$ cat src/hw/rtl/bsde_pkg.sv
// Shared types and constants for the B-spline de Boor evaluator.
// No dependencies; every other file of the block imports it.
package bsde_pkg;

	localparam int XW = 32;
	localparam int SLOT_W = 7;
	localparam int SEG_W = 7;
	localparam int OP_W = 2;
	localparam int CFG_IDX_W = 2;
	localparam int CFG_DATA_W = 16;

	localparam int ORDER_W = 4;
	localparam int POINTS_W = 7;
	localparam int TOL_W = 16;

	localparam logic [ORDER_W-1:0] ORDER_RST = 4'd4;
	localparam logic [POINTS_W-1:0] POINTS_RST = 7'd4;
	localparam logic [TOL_W-1:0] TOL_RST = 16'd0;

	typedef enum logic [OP_W-1:0] {
		OP_LOAD_KNOT = 2'd0,
		OP_LOAD_POINT = 2'd1,
		OP_EVAL = 2'd2
	} op_t;

	typedef enum logic [CFG_IDX_W-1:0] {
		CFG_ORDER = 2'd0,
		CFG_POINTS = 2'd1,
		CFG_TOL = 2'd2
	} cfg_idx_t;

	// one step of the blend unit per strobe
	typedef struct packed {
		logic mul_a;
		logic mul_b;
		logic sum;
	} mac_ctl_t;

	typedef struct packed {
		logic busy;
		logic done;
	} div_stat_t;

endpackage

$ cat src/hw/rtl/bsde_div.sv
// Restoring signed divider, one quotient bit per cycle, result saturated to 32 bits.
// Depends on bsde_pkg.
module bsde_div import bsde_pkg::*; #(
	parameter int NUM_W = 49
) (
	input  logic                    clk,
	input  logic                    arst_n,
	input  logic                    start,
	input  logic signed [NUM_W-1:0] num,
	input  logic signed [XW:0]      den,
	output div_stat_t               stat,
	output logic signed [XW-1:0]    quot
);

	localparam int CW = $clog2(NUM_W + 1);

	logic busy_q, fin_q, done_q, neg_q;
	logic [CW-1:0] cnt_q;
	logic [NUM_W-1:0] quo_q;
	logic [XW:0] dmag_q;
	logic [XW:0] rem_q;
	logic [XW+1:0] rem_sh;
	logic [XW+2:0] trial;
	logic signed [XW-1:0] quot_q;

	assign rem_sh = {rem_q, quo_q[NUM_W-1]};
	assign trial = {1'b0, rem_sh} - (XW+3)'(dmag_q);

	always_ff @(posedge clk or negedge arst_n) begin
		if (!arst_n) begin
			busy_q <= 1'b0;
			fin_q <= 1'b0;
			done_q <= 1'b0;
			cnt_q <= '0;
		end else begin
			done_q <= 1'b0;
			if (start && !busy_q && !fin_q) begin
				busy_q <= 1'b1;
				cnt_q <= CW'(NUM_W);
			end else if (busy_q) begin
				cnt_q <= cnt_q - 1'b1;
				if (cnt_q == CW'(1)) begin
					busy_q <= 1'b0;
					fin_q <= 1'b1;
				end
			end else if (fin_q) begin
				fin_q <= 1'b0;
				done_q <= 1'b1;
			end
		end
	end

	always_ff @(posedge clk) begin
		if (start && !busy_q && !fin_q) begin
			neg_q <= num[NUM_W-1] ^ den[XW];
			quo_q <= num[NUM_W-1] ? NUM_W'(-num) : NUM_W'(num);
			dmag_q <= den[XW] ? (XW+1)'(-den) : (XW+1)'(den);
			rem_q <= '0;
		end else if (busy_q) begin
			if (!trial[XW+2]) begin
				rem_q <= trial[XW:0];
			end else begin
				rem_q <= rem_sh[XW:0];
			end
			quo_q <= {quo_q[NUM_W-2:0], ~trial[XW+2]};
		end else if (fin_q) begin
			// clamp the truncated quotient to the signed 32-bit range
			if (!neg_q) begin
				quot_q <= (quo_q > NUM_W'(32'h7FFF_FFFF)) ? 32'sh7FFF_FFFF
					: $signed(quo_q[XW-1:0]);
			end else begin
				quot_q <= (quo_q > NUM_W'(33'h0_8000_0000)) ? $signed(32'h8000_0000)
					: $signed(-quo_q[XW-1:0]);
			end
		end
	end

	assign stat.busy = busy_q | fin_q;
	assign stat.done = done_q;
	assign quot = quot_q;

endmodule

$ cat config.mk
export PLATFORM = sky130hd
export DESIGN_NAME = bsde_div
export DESIGN_NICKNAME = d
export VERILOG_FILES = /design/src/hw/rtl/bsde_pkg.sv /design/src/hw/rtl/bsde_div.sv
export SDC_FILE = /design/constraint.sdc
export NUM_CORES = 1
export LEC_CHECK = 0
export BUFFER_PORTS_ARGS = -buffer_cell sky130_fd_sc_hd__buf_2
export CAP_MARGIN = 20
export CORE_AREA = 3 3 158 160
export DETAILED_ROUTE_END_ITERATION = 12
export DIE_AREA = 0 0 161 163
export MAX_ROUTING_LAYER = met4
export PLACE_DENSITY_LB_ADDON = 0.05
export SETUP_SLACK_MARGIN = 0.4
export SLEW_MARGIN = 20
export SYNTH_ARGS = -nofsm -noshare
export SYNTH_HDL_FRONTEND = slang
export SYNTH_SLANG_ARGS = --single-unit
$ cat constraint.sdc
create_clock -name clk -period 3.4 [get_ports clk]
set_input_delay 0.34 -clock clk [delete_from_list [all_inputs] [get_ports clk]]
set_output_delay 0.34 -clock clk [all_outputs]
set_load 0.01 [all_outputs]
==> out/qor.yml <==
status: "finished, final reports clean"
yosysSeqAreaShare: 0.4207
dp_hpwl_um: 19130
final-seq-area_mm2: 0.004339
clock_skew_ns: 0.01515
die_h_um: 163
drive_above_1_share: 0.2952
required_ns: 3.71
ir_worst_vdd_uv: 271.7
fmaxAchievable_ghz: 0.3010
synth_top_flop_cell: "edfxtp_1"
crit_path_start: "quo_q[48]"
synth-edff-count: 115
syn_area_mm2: 0.01031
crit_path_max_fanout: 7
slew_violations: 0
gp_congestion: 0.8992
drtIter0Drc: 525
slowest_stage: "edfxtp_1"
start_util: 0.4381
relSlewSlack: 0.2117
finalNetCount: 1389
min_delay_worst_endpoint: "dmag_q[0]"
rsz0062_at_grt: "true"
ant_nets: 0
syn_avg_cell_area_um2: 9.516
viasPerCell: 5.510
dieArea_mm2: 0.02624
tightest_slew_ns: 1.182
whs_ns: 0.1691
hold_path.startpoint: "den[0]"
min_path_type: "input port to flip-flop"
synth_cell_types: 75
io_pins: 119
multi_input_area_mm2: 0.006387
finalWorstSetupSlack_ns: 0.07820
clockRootBuffer: "clkbuf_16"
synth_nets: 1209
setup_viol: 0
hold_depth: 1
ys_async_sr_fraction: 0.05732
port_buffers: 118
grt_max_degree: 105
fillCellCount: 2094
grtUsageTotal: 0.2130
cp_cell_sequence: "inv_2, ha_4, inv_2, fa_2, a21o_1, a31o_2, a211oi_2, o21bai_1, a211o_1, a41oi_2, o211a_4, buf_12, buf_16, mux2_4, a22o_1"
fp.dieW_um: 161
totalWireLength_um: 28030
wl_per_cell_um: 17.53
core_mm2: 0.02354
r2r_cells: 15
route.detailed.drc: 0
slowest_delay_ns: 0.40
dr.pass1.iters: 5
crit_type: "flip-flop to flip-flop"
insertion_delay_ns: 0.43
ys_ff_latch: 157
vias: 8811
hold_viol: 0
p_leak_uw: 0.005569
yosysWarnings: 0
antenna_found_initial: 3
startpoint_type: "flip-flop"
postPlaceCellArea_mm2: 0.01172
total_power_uw: 4319
finalCritPeriodShare: 0.9770
grt_pass1_vias: 8409
numCtsBuffers: 17
clkTransAtPathRegs_ns: 0.06
cts_sinks: 157
rr_endpoint: "rem_q[18]"
grt_pass1_wl_um: 43790
row_count: 56
synthToLayoutAreaGrowth_pct: 30.70
finalInstanceArea_mm2: 0.01348
syn_inst: 1084
r2r_setup_slack_ns: 0.08
period_minus_slack_ns: 3.322
power.density_mw_per_mm2: 320.3
end_kind: "flip-flop"
r2r_start: "quo_q[48]"
cts_tree: "done"
cpMostUsedCell: "inv_2"
post-place-ws_ns: -0.1791
cts_max_path_buffers: 2
grt_overflow: 0
h-tree-depth: 4
max_cap_viol_count: 0
crit_arrival_ns: 3.63
area by class of cell:
class                           count  share of cell area
Multi-Input combinational cell    816              0.4738
Sequential cell                   157              0.3219
Clock buffer                       21             0.03267
Antenna cell                        3           0.0005568
Tap cell                          319             0.02961
Clock inverter                     11             0.01244
Timing Repair Buffer              212              0.1108
Inverter                           60             0.01828
flip-flops by register name, summed over array words and instances (netlist names):
signal and count:
quot 32, cnt_q 6, quo_q 49, dmag_q 33
fin_q 1, neg_q 1, rem_q 33, done_q 1
busy_q 1
cell usage after synthesis (all sizes together), types with 18 or more instances:
| cell type | n | area, um^2 |
|---|---|---|
| mux2 | 22 | 247.7 |
| nor3 | 20 | 100.1 |
| o21ai | 115 | 575.6 |
| nor2 | 36 | 135.1 |
| a21o | 18 | 135.1 |
| xor2 | 61 | 534.3 |
| inv | 60 | 225.2 |
| edfxtp | 115 | 3453 |
| a22o | 23 | 201.4 |
| nand2 | 137 | 521.8 |
| dfxtp | 33 | 660.6 |
| o31ai | 21 | 171.4 |
| xnor2 | 51 | 446.7 |
| ha | 39 | 488.0 |
| or3 | 22 | 147.6 |
| clkbuf | 43 | 161.4 |
| a21oi | 43 | 215.2 |
critical path, delay by kind of cell (launching register included):
kind | cells | cell delay, ns
compound gates | 8 | 1.63
fa+ha+maj | 2 | 0.49
flops | 1 | 0.40
buf+inv | 4 | 0.40
mux | 1 | 0.30
per-layer routing:
layer / wire length, um / track usage / part of all wire / vias to the layer above
li1: - / - / - / 4389
met1: 13330 / 0.2939 / 0.48 / 4173
met2: 12780 / 0.3260 / 0.46 / 209
met3: 1428 / 0.03713 / 0.051 / 40
met4: 490 / 0.05749 / 0.017 / 0
met5: 0 / - / 0 / -
kinds of logic (layout without fill, tap and decap cells):
| group | Yosys count | after routing | share of synthesized area |
|---|---|---|---|
| buffers and inverters | 114 | 304 | 0.04427 |
| multiplexers | 30 | 30 | 0.03178 |
| AND/OR/NAND/NOR | 320 | 323 | 0.1590 |
| flip-flops | 157 | 157 | 0.4207 |
| XOR/XNOR | 112 | 112 | 0.09510 |
| adder cells (fa/ha/maj) | 40 | 40 | 0.04925 |
| other | 0 | 3 | 0 |
| AO/OA/AOI/OAI | 311 | 311 | 0.1999 |
per-stage QoR:
| step | instances | setup TNS, ns | utilization |
|---|---|---|---|
| final | 1599 | 0 | 0.5727 |
| after floorplan | 1084 | 0 | - |
| after CTS | 1584 | -0.07233 | 0.5538 |
| after global routing | 1599 | -0.1030 | 0.5727 |
| after global placement | 1533 | -0.1766 | 0.4978 |
| after detailed placement | 1533 | -0.2461 | 0.4978 |
worst max-delay path by stage:
stage,slack (ns),endpoint,cells past startpoint
2_1_floorplan,0.15,rem_q[30],15
3_3_place_gp,-0.12,quo_q[48],12
3_5_place_dp,-0.18,quo_q[48],12
4_1_cts,-0.01,rem_q[21],15
5_1_grt,-0.03,rem_q[21],15
6_report,0.08,rem_q[18],15
cell usage in the layout, fill, tap and decap left out, types with 8 or more instances in the layout:
master and count:
nand2b_1 12, or3_4 8, clkbuf_16 17, xor2_1 60
nand4_1 9, nand3_1 12, ha_1 36, or3_1 14
a21oi_1 39, buf_4 67, o21ai_1 17, buf_6 20
nor3_1 12, mux2_4 19, o41ai_1 11, nand2_1 128
edfxtp_1 115, o21ai_0 93, o311ai_4 14, xnor2_1 51
inv_1 53, a22o_1 23, or4_1 12, a211o_1 10
dfrtp_1 9, nor2_1 35, a21o_1 18, buf_2 116
o31ai_1 16, dfxtp_1 33, nor4_1 10
what timing repair did:
| action | in CTS | in global routing |
|---|---|---|
| hold buffers | 1 | 0 |
| buffers inserted | 13 | 10 |
| hold endpoints to repair | 9 | 0 |
| resized for setup | 108 | 52 |
| gates cloned | 5 | 1 |
| endpoints found under the setup margin | 67 | 74 |
| pin swaps | 44 | 33 |
where the power goes:
| group | internal (uW) | switching, uW | total (uW) | leakage, uW |
|---|---|---|---|---|
| registers | 2040 | 0 | 2040 | 0.00150 |
| logic | 116 | 137 | 252 | 0.00378 |
| clock network | 1230 | 795 | 2020 | 0.000293 |
| total | 3390 | 931 | 4320 | 0.00557 |
Power figures use the tool's default switching activity.
